==> config.mk <==
export PLATFORM = sky130hd
export DESIGN_NAME = i2c_master_bit_engine
export DESIGN_NICKNAME = d
export VERILOG_FILES = /design/src/rtl/i2cm_pkg.sv /design/src/rtl/i2cm_seq.sv /design/src/rtl/i2c_master_bit_engine.sv
export SDC_FILE = /design/constraint.sdc
export NUM_CORES = 1
export LEC_CHECK = 0
export ABC_AREA = 1
export BUFFER_PORTS_ARGS = -buffer_cell sky130_fd_sc_hd__buf_2
export CORE_ASPECT_RATIO = 1.4
export CORE_UTILIZATION = 57
export CTS_CLUSTER_SIZE = 12
export DETAILED_ROUTE_END_ITERATION = 7
export PLACE_DENSITY_LB_ADDON = 0.15
export SLEW_MARGIN = 10
export SYNTH_ARGS = -nofsm -noshare
export SYNTH_HDL_FRONTEND = slang
export SYNTH_SLANG_ARGS = --single-unit
export TNS_END_PERCENT = 1
==> constraint.sdc <==
create_clock -name clk -period 4.9 [get_ports clk]
set_input_delay 1.47 -clock clk [delete_from_list [all_inputs] [get_ports clk]]
set_output_delay 1.47 -clock clk [all_outputs]
set_load 0.05 [all_outputs]
==> src/rtl/i2cm_pkg.sv <==
// ----------------------------------------------------------------------------
// i2cm_pkg
// shared types and codes for the two-wire bus master bit engine
// ----------------------------------------------------------------------------
`default_nettype none

package i2cm_pkg;

	localparam int CMD_W  = 3;
	localparam int BYTE_W = 8;
	localparam int TPU_W  = 16;
	localparam int WAIT_W = 20;

	// command codes
	localparam logic [CMD_W-1:0] CMD_NONE      = 3'd0;
	localparam logic [CMD_W-1:0] CMD_START     = 3'd1;
	localparam logic [CMD_W-1:0] CMD_STOP      = 3'd2;
	localparam logic [CMD_W-1:0] CMD_WRITE_ACK = 3'd3;
	localparam logic [CMD_W-1:0] CMD_WRITE     = 3'd4;
	localparam logic [CMD_W-1:0] CMD_READ_ACK  = 3'd5;
	localparam logic [CMD_W-1:0] CMD_READ_NACK = 3'd6;
	localparam logic [CMD_W-1:0] CMD_RSVD      = 3'd7;

	localparam logic [TPU_W-1:0] TPU_RESET = 16'd100;

	typedef struct packed {
		logic [CMD_W-1:0]  command;
		logic [BYTE_W-1:0] write_data;
		logic              sda_in;
	} i2cm_item_t;

	typedef struct packed {
		logic              scl;
		logic              sda;
		logic              busy;
		logic              done;
		logic [BYTE_W-1:0] read_data;
		logic              ack;
	} i2cm_res_t;

endpackage

`default_nettype wire

==> src/rtl/i2cm_seq.sv <==
// ----------------------------------------------------------------------------
// i2cm_seq
// bus sequencer state and result register, one word per enabled cycle
// ----------------------------------------------------------------------------
`default_nettype none

module i2cm_seq (
	input  wire logic                      clk,
	input  wire logic                      arst_n,
	input  wire logic                      en,
	input  wire i2cm_pkg::i2cm_item_t      item,
	input  wire logic [i2cm_pkg::TPU_W-1:0] tpu,
	output i2cm_pkg::i2cm_res_t            res_s2
);
	import i2cm_pkg::*;

	localparam logic [4:0] PH_IDLE      = 5'd0;
	localparam logic [4:0] PH_START_SDA = 5'd1;
	localparam logic [4:0] PH_STOP_SDA  = 5'd2;
	localparam logic [4:0] PH_STOP_SCL  = 5'd3;
	localparam logic [4:0] PH_W_SETUP   = 5'd4;
	localparam logic [4:0] PH_W_HIGH    = 5'd5;
	localparam logic [4:0] PH_W_LOW     = 5'd6;
	localparam logic [4:0] PH_W_REL     = 5'd7;
	localparam logic [4:0] PH_WA_GAP    = 5'd8;
	localparam logic [4:0] PH_WA_HIGH   = 5'd9;
	localparam logic [4:0] PH_WA_LOW    = 5'd10;
	localparam logic [4:0] PH_R_HIGH    = 5'd11;
	localparam logic [4:0] PH_R_LOW     = 5'd12;
	localparam logic [4:0] PH_A_DATA    = 5'd13;
	localparam logic [4:0] PH_A_HIGH    = 5'd14;

	logic [4:0]        phase_q, n_phase, tgt;
	logic [3:0]        bit_q, n_bit;
	logic [WAIT_W-1:0] wait_q, n_wait;
	logic [BYTE_W-1:0] shift_q, n_shift;
	logic [BYTE_W-1:0] read_q, n_read;
	logic [CMD_W-1:0]  cmd_q, n_cmd;
	logic              clk_lvl_q, n_clk_lvl;
	logic              dat_lvl_q, n_dat_lvl;
	logic              ack_q, n_ack;
	logic              do_enter, done;
	logic [3:0]        units;
	logic [TPU_W-1:0]  t_eff;

	assign t_eff = (tpu == '0) ? TPU_W'(1) : tpu;

	always_comb begin
		n_phase   = phase_q;
		n_bit     = bit_q;
		n_wait    = wait_q;
		n_shift   = shift_q;
		n_read    = read_q;
		n_cmd     = cmd_q;
		n_clk_lvl = clk_lvl_q;
		n_dat_lvl = dat_lvl_q;
		n_ack     = ack_q;
		do_enter  = 1'b0;
		tgt       = PH_IDLE;
		done      = 1'b0;
		units     = 4'd1;

		if (phase_q == PH_IDLE) begin
			if (item.command != CMD_NONE && item.command != CMD_RSVD) begin
				n_cmd    = item.command;
				n_bit    = '0;
				do_enter = 1'b1;
				case (item.command)
					CMD_START: tgt = PH_START_SDA;
					CMD_STOP:  tgt = PH_STOP_SDA;
					CMD_WRITE_ACK, CMD_WRITE: begin
						n_shift = item.write_data;
						tgt     = PH_W_SETUP;
					end
					default: begin
						n_shift = '0;
						tgt     = PH_R_HIGH;
					end
				endcase
			end
		end else if (wait_q != '0) begin
			n_wait = wait_q - WAIT_W'(1);
		end else begin
			case (phase_q)
				PH_START_SDA: begin
					n_clk_lvl = 1'b0;
					done      = 1'b1;
				end
				PH_STOP_SDA: begin
					do_enter = 1'b1;
					tgt      = PH_STOP_SCL;
				end
				PH_STOP_SCL: begin
					n_dat_lvl = 1'b1;
					done      = 1'b1;
				end
				PH_W_SETUP: begin
					do_enter = 1'b1;
					tgt      = PH_W_HIGH;
				end
				PH_W_HIGH: begin
					do_enter = 1'b1;
					tgt      = PH_W_LOW;
				end
				PH_W_LOW: begin
					do_enter = 1'b1;
					tgt      = PH_W_REL;
				end
				PH_W_REL: begin
					if (bit_q < 4'd7) begin
						n_bit    = bit_q + 4'd1;
						do_enter = 1'b1;
						tgt      = PH_W_SETUP;
					end else if (cmd_q == CMD_WRITE_ACK) begin
						do_enter = 1'b1;
						tgt      = PH_WA_GAP;
					end else begin
						done = 1'b1;
					end
				end
				PH_WA_GAP: begin
					do_enter = 1'b1;
					tgt      = PH_WA_HIGH;
				end
				PH_WA_HIGH: begin
					n_ack    = ~item.sda_in;
					do_enter = 1'b1;
					tgt      = PH_WA_LOW;
				end
				PH_WA_LOW: done = 1'b1;
				PH_R_HIGH: begin
					n_shift  = {shift_q[BYTE_W-2:0], item.sda_in};
					do_enter = 1'b1;
					tgt      = PH_R_LOW;
				end
				PH_R_LOW: begin
					do_enter = 1'b1;
					if (bit_q < 4'd7) begin
						n_bit = bit_q + 4'd1;
						tgt   = PH_R_HIGH;
					end else begin
						n_read = shift_q;
						tgt    = PH_A_DATA;
					end
				end
				PH_A_DATA: begin
					do_enter = 1'b1;
					tgt      = PH_A_HIGH;
				end
				PH_A_HIGH: begin
					n_clk_lvl = 1'b0;
					n_dat_lvl = 1'b1;
					done      = 1'b1;
				end
				default: begin
					n_phase = PH_IDLE;
					n_wait  = '0;
				end
			endcase
			if (done) begin
				n_phase = PH_IDLE;
				n_wait  = '0;
			end
		end

		// segment entry: set levels and load the hold count
		if (do_enter) begin
			n_phase = tgt;
			case (tgt)
				PH_START_SDA: n_dat_lvl = 1'b0;
				PH_STOP_SDA:  n_dat_lvl = 1'b0;
				PH_STOP_SCL:  n_clk_lvl = 1'b1;
				PH_W_SETUP:   n_dat_lvl = n_shift[3'd7 - n_bit[2:0]];
				PH_W_HIGH: begin
					n_clk_lvl = 1'b1;
					units     = 4'd3;
				end
				PH_W_LOW:     n_clk_lvl = 1'b0;
				PH_W_REL:     n_dat_lvl = 1'b1;
				PH_WA_GAP:    units = 4'd2;
				PH_WA_HIGH: begin
					n_clk_lvl = 1'b1;
					units     = 4'd10;
				end
				PH_WA_LOW: begin
					n_clk_lvl = 1'b0;
					units     = 4'd2;
				end
				PH_R_HIGH: begin
					n_clk_lvl = 1'b1;
					n_dat_lvl = 1'b1;
					units     = 4'd4;
				end
				PH_R_LOW: begin
					n_clk_lvl = 1'b0;
					units     = 4'd4;
				end
				PH_A_DATA: begin
					n_dat_lvl = (n_cmd == CMD_READ_ACK) ? 1'b0 : 1'b1;
					units     = 4'd2;
				end
				PH_A_HIGH: begin
					n_clk_lvl = 1'b1;
					units     = 4'd2;
				end
				default: n_phase = PH_IDLE;
			endcase
			n_wait = WAIT_W'(units) * WAIT_W'(t_eff) - WAIT_W'(1);
		end
	end

	always_ff @(posedge clk or negedge arst_n) begin
		if (!arst_n) begin
			phase_q   <= PH_IDLE;
			bit_q     <= '0;
			wait_q    <= '0;
			shift_q   <= '0;
			read_q    <= '0;
			cmd_q     <= CMD_NONE;
			clk_lvl_q <= 1'b1;
			dat_lvl_q <= 1'b1;
			ack_q     <= 1'b0;
		end else if (en) begin
			phase_q   <= n_phase;
			bit_q     <= n_bit;
			wait_q    <= n_wait;
			shift_q   <= n_shift;
			read_q    <= n_read;
			cmd_q     <= n_cmd;
			clk_lvl_q <= n_clk_lvl;
			dat_lvl_q <= n_dat_lvl;
			ack_q     <= n_ack;
		end
	end

	always_ff @(posedge clk) begin
		if (en) begin
			res_s2.scl       <= n_clk_lvl;
			res_s2.sda       <= n_dat_lvl;
			res_s2.busy      <= (n_phase != PH_IDLE);
			res_s2.done      <= done;
			res_s2.read_data <= n_read;
			res_s2.ack       <= n_ack;
		end
	end

	// idle never holds a pending count
	a_idle_wait: assert property (@(posedge clk) disable iff (!arst_n)
		phase_q == PH_IDLE |-> wait_q == '0)
		else $error("wait count nonzero while idle");

	// a counting segment keeps its phase
	a_hold: assert property (@(posedge clk) disable iff (!arst_n)
		en && phase_q != PH_IDLE && wait_q != '0 |=> $stable(phase_q))
		else $error("phase moved while segment still counting");

	// no command leaves the sequencer idle
	a_no_cmd: assert property (@(posedge clk) disable iff (!arst_n)
		en && phase_q == PH_IDLE && (item.command == CMD_NONE || item.command == CMD_RSVD)
		|=> phase_q == PH_IDLE)
		else $error("sequence started without a command");

	// state holds when no word is taken
	a_stall: assert property (@(posedge clk) disable iff (!arst_n)
		!en |=> $stable(phase_q) && $stable(wait_q) && $stable(bit_q))
		else $error("state changed without a word");

endmodule

`default_nettype wire

==> src/rtl/i2c_master_bit_engine.sv <==
// ----------------------------------------------------------------------------
// i2c_master_bit_engine
// two-wire bus master bit engine driven, when not stalled, by one tick word per cycle
// ----------------------------------------------------------------------------
// usage:
//  - input channel (in_valid / in_stall): one word per bus timer tick with
//    command, write_data and the sampled sda_in level
//  - output channel (out_valid / out_stall): one result word per input word
//    with scl_out, sda_out, busy_res, done_res, read_data, ack_received
//  - cfg_we / cfg_data write ticks_per_delay_unit (0 acts as 1); write only
//    while no word is in flight
//  - commands are taken only when the sequencer is idle, else ignored
//  - path: an accepted word passes through the input register, then the
//    sequencer and result register, before its result is valid
//  - throughput: one word per cycle while the receiver does not stall; the sequencer update is a single pass
//  - reset: sequencer line levels high (result register not reset),
//    sequencer idle, both stages empty, tick count back to 100
//  - receiver stall: the result stage holds, and the input stage stalls
//    only once it is full behind it
// ----------------------------------------------------------------------------
`default_nettype none

module i2c_master_bit_engine (
	input  wire logic                        clk,
	input  wire logic                        arst_n,
	// configuration
	input  wire logic                        cfg_we,
	input  wire logic [i2cm_pkg::TPU_W-1:0]  cfg_data,
	// tick words in
	input  wire logic                        in_valid,
	output logic                             in_stall,
	input  wire logic [i2cm_pkg::CMD_W-1:0]  command,
	input  wire logic [i2cm_pkg::BYTE_W-1:0] write_data,
	input  wire logic                        sda_in,
	// results out
	output logic                             out_valid,
	input  wire logic                        out_stall,
	output logic                             scl_out,
	output logic                             sda_out,
	output logic                             busy_res,
	output logic                             done_res,
	output logic [i2cm_pkg::BYTE_W-1:0]      read_data,
	output logic                             ack_received
);
	import i2cm_pkg::*;

	logic [TPU_W-1:0] tpu_q;
	logic             valid_s1, valid_s2;
	i2cm_item_t       item_s1;
	i2cm_res_t        res_s2;
	logic             hold_s2;   // result stage blocked by the receiver
	logic             adv_s1;    // stage 1 word moves into the sequencer
	logic             take_in;   // input word accepted

	// tick count register
	always_ff @(posedge clk or negedge arst_n) begin
		if (!arst_n) begin
			tpu_q <= TPU_RESET;
		end else if (cfg_we) begin
			tpu_q <= cfg_data;
		end
	end

	// pipeline control
	assign hold_s2  = valid_s2 && out_stall;
	assign adv_s1   = valid_s1 && !hold_s2;
	assign in_stall = valid_s1 && hold_s2;
	assign take_in  = in_valid && !in_stall;

	// input register
	always_ff @(posedge clk or negedge arst_n) begin
		if (!arst_n) begin
			valid_s1 <= 1'b0;
		end else if (!in_stall) begin
			valid_s1 <= in_valid;
		end
	end

	always_ff @(posedge clk) begin
		if (take_in) begin
			item_s1.command    <= command;
			item_s1.write_data <= write_data;
			item_s1.sda_in     <= sda_in;
		end
	end

	// result stage valid
	always_ff @(posedge clk or negedge arst_n) begin
		if (!arst_n) begin
			valid_s2 <= 1'b0;
		end else if (!hold_s2) begin
			valid_s2 <= valid_s1;
		end
	end

	// sequencer with result register
	i2cm_seq u_seq (
		.clk    (clk),
		.arst_n (arst_n),
		.en     (adv_s1),
		.item   (item_s1),
		.tpu    (tpu_q),
		.res_s2 (res_s2)
	);

	assign out_valid    = valid_s2;
	assign scl_out      = res_s2.scl;
	assign sda_out      = res_s2.sda;
	assign busy_res     = res_s2.busy;
	assign done_res     = res_s2.done;
	assign read_data    = res_s2.read_data;
	assign ack_received = res_s2.ack;

endmodule

`default_nettype wire
==> summary.md, run 1 <==
| Metric | Value |
|---|---|
| Clock sinks | 94 |
| Global-route wire length before repair | 35.7 mm |
| Avg WL per Cell | 16.6 um |
| Post-synth top cells | 302 x nand2_1, 175 x inv_1, 73 x o21ai_0 |
| CP arrival | 5.38 ns |
| Vias in the first global route | 7982 |
| DP Worst Slack | -0.160 ns |
| Post-synth net total | 1178 |
| Flop and latch count out of synthesis | 94 |
| PnR worst setup slack | -0.224 ns |
| Final cell utilization of the core | 0.766 |
| Seq pwr share | 0.289 |
| Sum Neg Setup Slack | -1.29 ns |
| DRC viols | 0 |
| Die height | around 140 um |
| CP max-delay cell | fa_1 |
| Seq/Total Area, Yosys | 0.311 |
| Fin crit period | 5.12 ns |
| Via count | 8119 |
| Cell taking the most area after synthesis | dfrtp_1 |
| YS warnings | 0 |
| Layout Nets | 1365 |
| Layout cells sized above 1 | 0.329 |
| Combinational share of power | 0.526 |
| Sw Share | 0.433 |
| Clock-pin slew on the worst setup and hold paths | 0.08 ns |
| Share of the synthesized area in the top cell type | 0.201 |
| Initial antenna violation count | 0 |
| Final instance area | 10400 um2 |
| Max-Cap Viols | 0 |
| RSZ-0062 raised after global routing | yes |
| Max Freq | 195 MHz |
| CTS tree | done |
| Synthesis-to-finish area growth | 29.7% |
| Initial DRC count | 402 |
| Max stage delay on crit path | 0.53 ns |
| Max rail drop VDD | 0.000214 V |
| Synth unique cells | 54 |
| Antenna Cells | 0 |
| Primary FF master, synth | dfrtp_1 |
| Syn avg cell area | 7.44 um2 |
| Core box area | 13500 um2 |
| Initial core utilization | 0.591 |
| Area of the mapped netlist | 7980 um2 |
| Failing checks | setup timing |
| Leakage | 5.26 nW |
| GRT Util Overall | 0.319 |
| Gr ovfl total | 0 |
| Die Wd | 102 um |
| ANT nets after route | 0 |
| Total power | approximately 0.0039 W |
| WL final | roughly 24 mm |
| Post-synth ARST share | 0.734 |
| Post-synth EDFFs | 25 |
| Final Max Tran Viols | 0 |
| First drt pass iteration count | 8 |
| CTS H-tree depth | 3 |
| Fin crit share | 1.05 |
| Int Power | 0.00220 W |
| Net Switching | between 0.0015 and 0.002 W |
| Die area | ~14000 um2 |
| IO Count | 48 |
| Clk pwr share | 0.185 |
| Vias/cell | 5.61 |
| Top-count cell post-synth | nand2_1 |
| Max clock buf depth | 2 |
| Clk_skew | approximately 0.014 ns |
| Clk Latency, worst-skew pair | approximately 0.36 ns |
| Hold Path Class | reg -> reg |
| CTS Hold Bufs | 0 |
| Detailed Place HPWL | 15.9 mm |
| Top cells by area, synth | dfrtp_1 20%, nand2_1 14%, edfxtp_1 9.4% |
| Row cnt | 50 |
| Final hold vios | 0 |
| Slew headroom | 0.501 |
| Slew @ Worst Pin | around 0.75 ns |
| Placed cell area | between 9000 and 10000 um2 |
| Max Fanout on Critical Path | 7 |
| Root Buffer | clkbuf_16 |
| Largest net degree at the start of global routing | 48 |
| CP startpoint kind | register |
| # port buffers | 47 |
| CTS Buf Count | 9 |
| Status | finished, violations left |
| CP Capture Type | register |
| GPL Wtd Cong | 0.946 |
| Power Dens Cells | 374 nW/um2 |
| Kind of critical path | reg -> reg |
| Cells after synthesis | 1073 |
| # setup viols final | 12 |
| Critical Path RT | roughly 5.2 ns |
path summary, 6_finish.rpt:
path                                              startpoint                            to  slack [ns]  depth (start not counted)
worst max-delay path            u_seq.phase_q[1]$_DFFE_PN0P_  u_seq.wait_q[15]$_DFFE_PN0P_       -0.22                         30
worst min-delay path             u_seq.dat_lvl_q$_DFFE_PN1P_   u_seq.dat_lvl_q$_DFFE_PN1P_        0.49                          2
worst max register to register  u_seq.phase_q[1]$_DFFE_PN0P_  u_seq.wait_q[15]$_DFFE_PN0P_       -0.22                         30
worst min register to register   u_seq.dat_lvl_q$_DFFE_PN1P_   u_seq.dat_lvl_q$_DFFE_PN1P_        0.49                          2
max in group asynchronous                             arst_n   u_seq.dat_lvl_q$_DFFE_PN1P_        2.88                          2
min in group asynchronous                             arst_n  u_seq.shift_q[0]$_DFFE_PN0P_        1.16                          1
what timing repair did:
| item | CTS | global route |
|---|---|---|
| resized for setup | 34 | 112 |
| gates cloned | 0 | 1 |
| endpoints found under the setup margin | 13 | 15 |
| pin swaps | 19 | 75 |
| setup buffers | 11 | 18 |
final cells by class:
| class | count | area (um2) |
|---|---|---|
| clock inverter | 6 | 60.1 |
| sequential | 94 | 2490 |
| inverter | 204 | 778 |
| clock buffer | 10 | 239 |
| fill | 943 | 3160 |
| multi-input combinational | 751 | 5130 |
| tap | 182 | 228 |
| timing repair buffer | 200 | 1430 |
routing by layer:
layer / track usage / part of all wire
met1: 0.308 / 0.34
met2: 0.606 / 0.54
met3: 0.0462 / 0.051
met4: 0.216 / 0.078
met5: 0 / 0
logic make-up (layout without fill, tap and decap cells):
kind of cell,after synthesis,in the layout,synth area share
AOI/OAI and AO/OA,180,181,0.131
xor gates and xnor gates,27,27,0.0296
adders and majority gates,72,72,0.140
buffers and inverters,229,420,0.114
DFF,94,94,0.311
and+or+nand+nor,471,471,0.274
registers in the layout, indices dropped and copies added, names as in the netlist, 3 cells and up:
register	count
u_seq.wait_q	20
u_seq.read_q	8
u_seq.phase_q	5
u_seq.bit_q	4
u_seq.res_s2	13
item_s1	12
u_seq.cmd_q	3
tpu_q	16
u_seq.shift_q	8
layout by cell type, fill, tap and decap left out, drive strengths merged, types with 4 or more instances in the layout:
cell type	count
o31ai	4
clkbuf	10
o211ai	15
clkinv	4
nor4	4
buf	200
nand2	328
nor3	11
a21oi	37
nor2	59
fa	29
inv	206
dfrtp	64
xor2	17
nand3	49
a31oi	4
nand4	16
o21ai	101
xnor2	10
ha	43
dfstp	5
o22ai	10
edfxtp	25
worst max-delay path: cells and delay by family (launching register included):
family	cells	cell delay, ns
AO/OA/AOI/OAI	5	1.13
flip-flops	1	0.44
XOR/XNOR	1	0.08
adder cells (fa/ha/maj)	4	1.55
AND/OR/NAND/NOR	11	0.99
buffers and inverters	9	0.80
power by group through the flow:
stage,clock network (W),registers [W],logic (W)
3_3_place_gp,0,0.00111,0.00171
2_1_floorplan,0,0.00115,0.00105
3_5_place_dp,0,0.00112,0.00173
5_1_grt,0.000752,0.00113,0.00224
6_report,0.000717,0.00112,0.00203
4_1_cts,0.000721,0.00111,0.00182
stage by stage:
| step | instances | hold WS (ns) |
|---|---|---|
| 5_1_grt | 1447 | 0.500 |
| 4_1_cts | 1428 | 0.492 |
| 3_5_place_dp | 1401 | 0.479 |
| 6_report | 1447 | 0.487 |
| 3_3_place_gp | 1401 | 0.469 |
| 2_1_floorplan | 1073 | 0.434 |
Power figures use the tool's default switching activity.
==> run 2, diff against run 1 <==
--- a/config.mk
+++ b/config.mk
@@ -8,7 +8,7 @@
 export ABC_AREA = 1
 export BUFFER_PORTS_ARGS = -buffer_cell sky130_fd_sc_hd__buf_2
 export CORE_ASPECT_RATIO = 1.4
-export CORE_UTILIZATION = 57
+export CORE_UTILIZATION = 38
 export CTS_CLUSTER_SIZE = 12
 export DETAILED_ROUTE_END_ITERATION = 7
 export PLACE_DENSITY_LB_ADDON = 0.15
==> summary.md, run 2 (synthesis results as in run 1) <==
| Metric | Value |
|---|---|
| Vias/cell | 4.96 (was 5.61) |
| Max clock buf depth | 2 (unchanged) |
| Detailed Place HPWL | 16.7 mm (was 15.9 mm) |
| First drt pass iteration count | 6 (was 8) |
| Die area | 21600 um2 (was 14500 um2) |
| Slew headroom | 0.471 (was 0.501) |
| # port buffers | 47 (unchanged) |
| CP Capture Type | register (unchanged) |
| Clk_skew | 0.0117 ns (was 0.0142 ns) |
| CP arrival | 5.04 ns (was 5.38 ns) |
| Largest Register | u_seq.wait_q (unchanged) |
| Max Fanout on Critical Path | 6 (was 7) |
| CTS H-tree depth | 3 (unchanged) |
| Multi-input gate area | 5160 um2 (was 5130 um2) |
| Fin crit share | 0.978 (was 1.05) |
| DRC viols | 0 (unchanged) |
| Most common cell after layout, fill and taps aside | nand2_1 (unchanged) |
| Fin crit period | 4.79 ns (was 5.12 ns) |
| Hold Path Class | reg -> reg (unchanged) |
| Synthesis-to-finish area growth | 33.4% (was 29.7%) |
| Layout Nets | 1375 (was 1365) |
| Layout cells sized above 1 | 0.342 (was 0.329) |
| # setup viols final | 0 (was 12) |
| Initial antenna violation count | 0 (unchanged) |
| Vias in the first global route | 7759 (was 7982) |
| Via count | 7590 (was 8119) |
| CP max-delay cell | fa_1 (unchanged) |
| Status | finished, final reports clean (was finished, violations left) |
| Core box area | 20600 um2 (was 13500 um2) |
| Placed cell area | 9410 um2 (was 9250 um2) |
| GPL Wtd Cong | 0.828 (was 0.946) |
| ANT nets after route | 0 (unchanged) |
| Largest register FFs | 20 (unchanged) |
| Clk Latency, worst-skew pair | 0.36 ns (about the same) |
| FF/Latch Area | 2490 um2 (unchanged) |
| Power Dens Cells | 375 nW/um2 (was 374 nW/um2) |
| Die height | 173 um (was 142 um) |
| Final instance area | 10600 um2 (was 10400 um2) |
| Antenna Cells | 0 (unchanged) |
| Commonest non-fill, non-tap cells in the layout | 279 x nand2_1, 149 x inv_1, 147 x buf_4 (was 278 x nand2_1, 156 x inv_1, 140 x buf_4) |
| RSZ-0062 raised after global routing | yes (unchanged) |
| Root Buffer | clkbuf_16 (unchanged) |
| Final hold vios | 0 (unchanged) |
| Global-route wire length before repair | 36.3 mm (was 35.7 mm) |
| Leakage | 5.31 nW (was 5.26 nW) |
| Kind of critical path | reg -> reg (unchanged) |
| CTS Buf Count | 9 (unchanged) |
| Max stage delay on crit path | 0.49 ns (was 0.53 ns) |
| IO Count | 48 (unchanged) |
| Largest regs | u_seq.wait_q: 20 flops, tpu_q: 16 flops, u_seq.res_s2: 13 flops (unchanged) |
| Largest net degree at the start of global routing | 56 (was 48) |
| Clock sinks | 94 (unchanged) |
| FILL cells | 1986 (was 943) |
| Slew @ Worst Pin | 0.793 ns (was 0.749 ns) |
| Gr ovfl total | 0 (unchanged) |
| Row cnt | 62 (was 50) |
| Final Max Tran Viols | 0 (unchanged) |
| CP startpoint kind | register (unchanged) |
| Total power | 0.00399 W (was 0.00387 W) |
| Critical Path RT | 5.15 ns (about the same) |
| Die Wd | 124 um (was 102 um) |
| Max Freq | 209 MHz (was 195 MHz) |
| GRT Util Overall | 0.210 (was 0.319) |
| Clock-pin slew on the worst setup and hold paths | 0.07 ns (was 0.08 ns) |
| Initial core utilization | 0.388 (was 0.591) |
| Avg WL per Cell | 14.2 um (was 16.6 um) |
| WL final | 21.8 mm (was 24.1 mm) |
| Max rail drop VDD | 0.000180 V (was 0.000214 V) |
| Max-Cap Viols | 0 (unchanged) |
| CTS tree | done (unchanged) |
| Initial DRC count | 354 (was 402) |
[run 2: report_power, final]
group	leakage [nW]	internal (W)	total (W)	switching (W)
clock network	0.167	0.000481	0.000814	0.000332
logic	4.03	0.000914	0.00207	0.00116
registers	1.11	0.000970	0.00111	0.000135
total	5.31	0.00237	0.00399	0.00163
[run 2: repair_timing]
item,in CTS,in global routing
setup buffers,8,25
gates resized for setup,38,123
gates cloned,0,0
setup endpoints to repair,13,15
pin swaps,17,88
hold buffers,0,0
[run 2: critical path: cells and delay by family, from the launching register on]
family                   cells  cell delay, ns
flip-flops                   1            0.39
AND/OR/NAND/NOR             12            1.30
adder cells (fa/ha/maj)      4            1.57
buffers and inverters       10            0.94
AO/OA/AOI/OAI                3            0.35
XOR/XNOR                     1            0.14
[run 2: per-stage QoR]
stage / util / setup WS, ns / std cells / hold slack [ns] / setup TNS (ns)
after floorplan: - / -0.00243 / 1073 / 0.434 / -0.00243
after global placement: 0.458 / -0.0813 / 1482 / 0.467 / -0.367
after detailed placement: 0.458 / -0.161 / 1482 / 0.474 / -1.07
after CTS: 0.486 / 0.0181 / 1506 / 0.487 / 0
after global routing: 0.518 / -0.169 / 1531 / 0.510 / -1.49
final: 0.518 / 0.109 / 1531 / 0.483 / 0
[run 2: area by class of cell]
type | instances | area share
clock buffer | 11 | 0.0237
clock inverter | 5 | 0.00811
inverter | 204 | 0.0731
multi-input combinational | 750 | 0.485
sequential | 94 | 0.234
tap | 256 | 0.0301
timing repair buffer | 211 | 0.146
[run 2: per-layer routing]
layer	vias up	part of all wire	track usage
met2	105	0.57	0.427
met5	-	0	0
met4	0	0.035	0.0858
li1	3803	-	-
met3	49	0.022	0.0272
met1	3633	0.37	0.207
[run 2: worst paths after layout]
| kind | from | endpoint | slack, ns | cells after the start |
|---|---|---|---|---|
| setup / recovery | u_seq.phase_q[2]$_DFFE_PN0P_ | u_seq.wait_q[15]$_DFFE_PN0P_ | 0.11 | 30 |
| hold / removal | u_seq.dat_lvl_q$_DFFE_PN1P_ | u_seq.dat_lvl_q$_DFFE_PN1P_ | 0.48 | 2 |
| setup reg to reg | u_seq.phase_q[2]$_DFFE_PN0P_ | u_seq.wait_q[15]$_DFFE_PN0P_ | 0.11 | 30 |
| hold reg to reg | u_seq.dat_lvl_q$_DFFE_PN1P_ | u_seq.dat_lvl_q$_DFFE_PN1P_ | 0.48 | 2 |
| max in group asynchronous | arst_n | u_seq.phase_q[1]$_DFFE_PN0P_ | 2.75 | 2 |
| min in group asynchronous | arst_n | tpu_q[4]$_DFFE_PN0P_ | 1.00 | 1 |
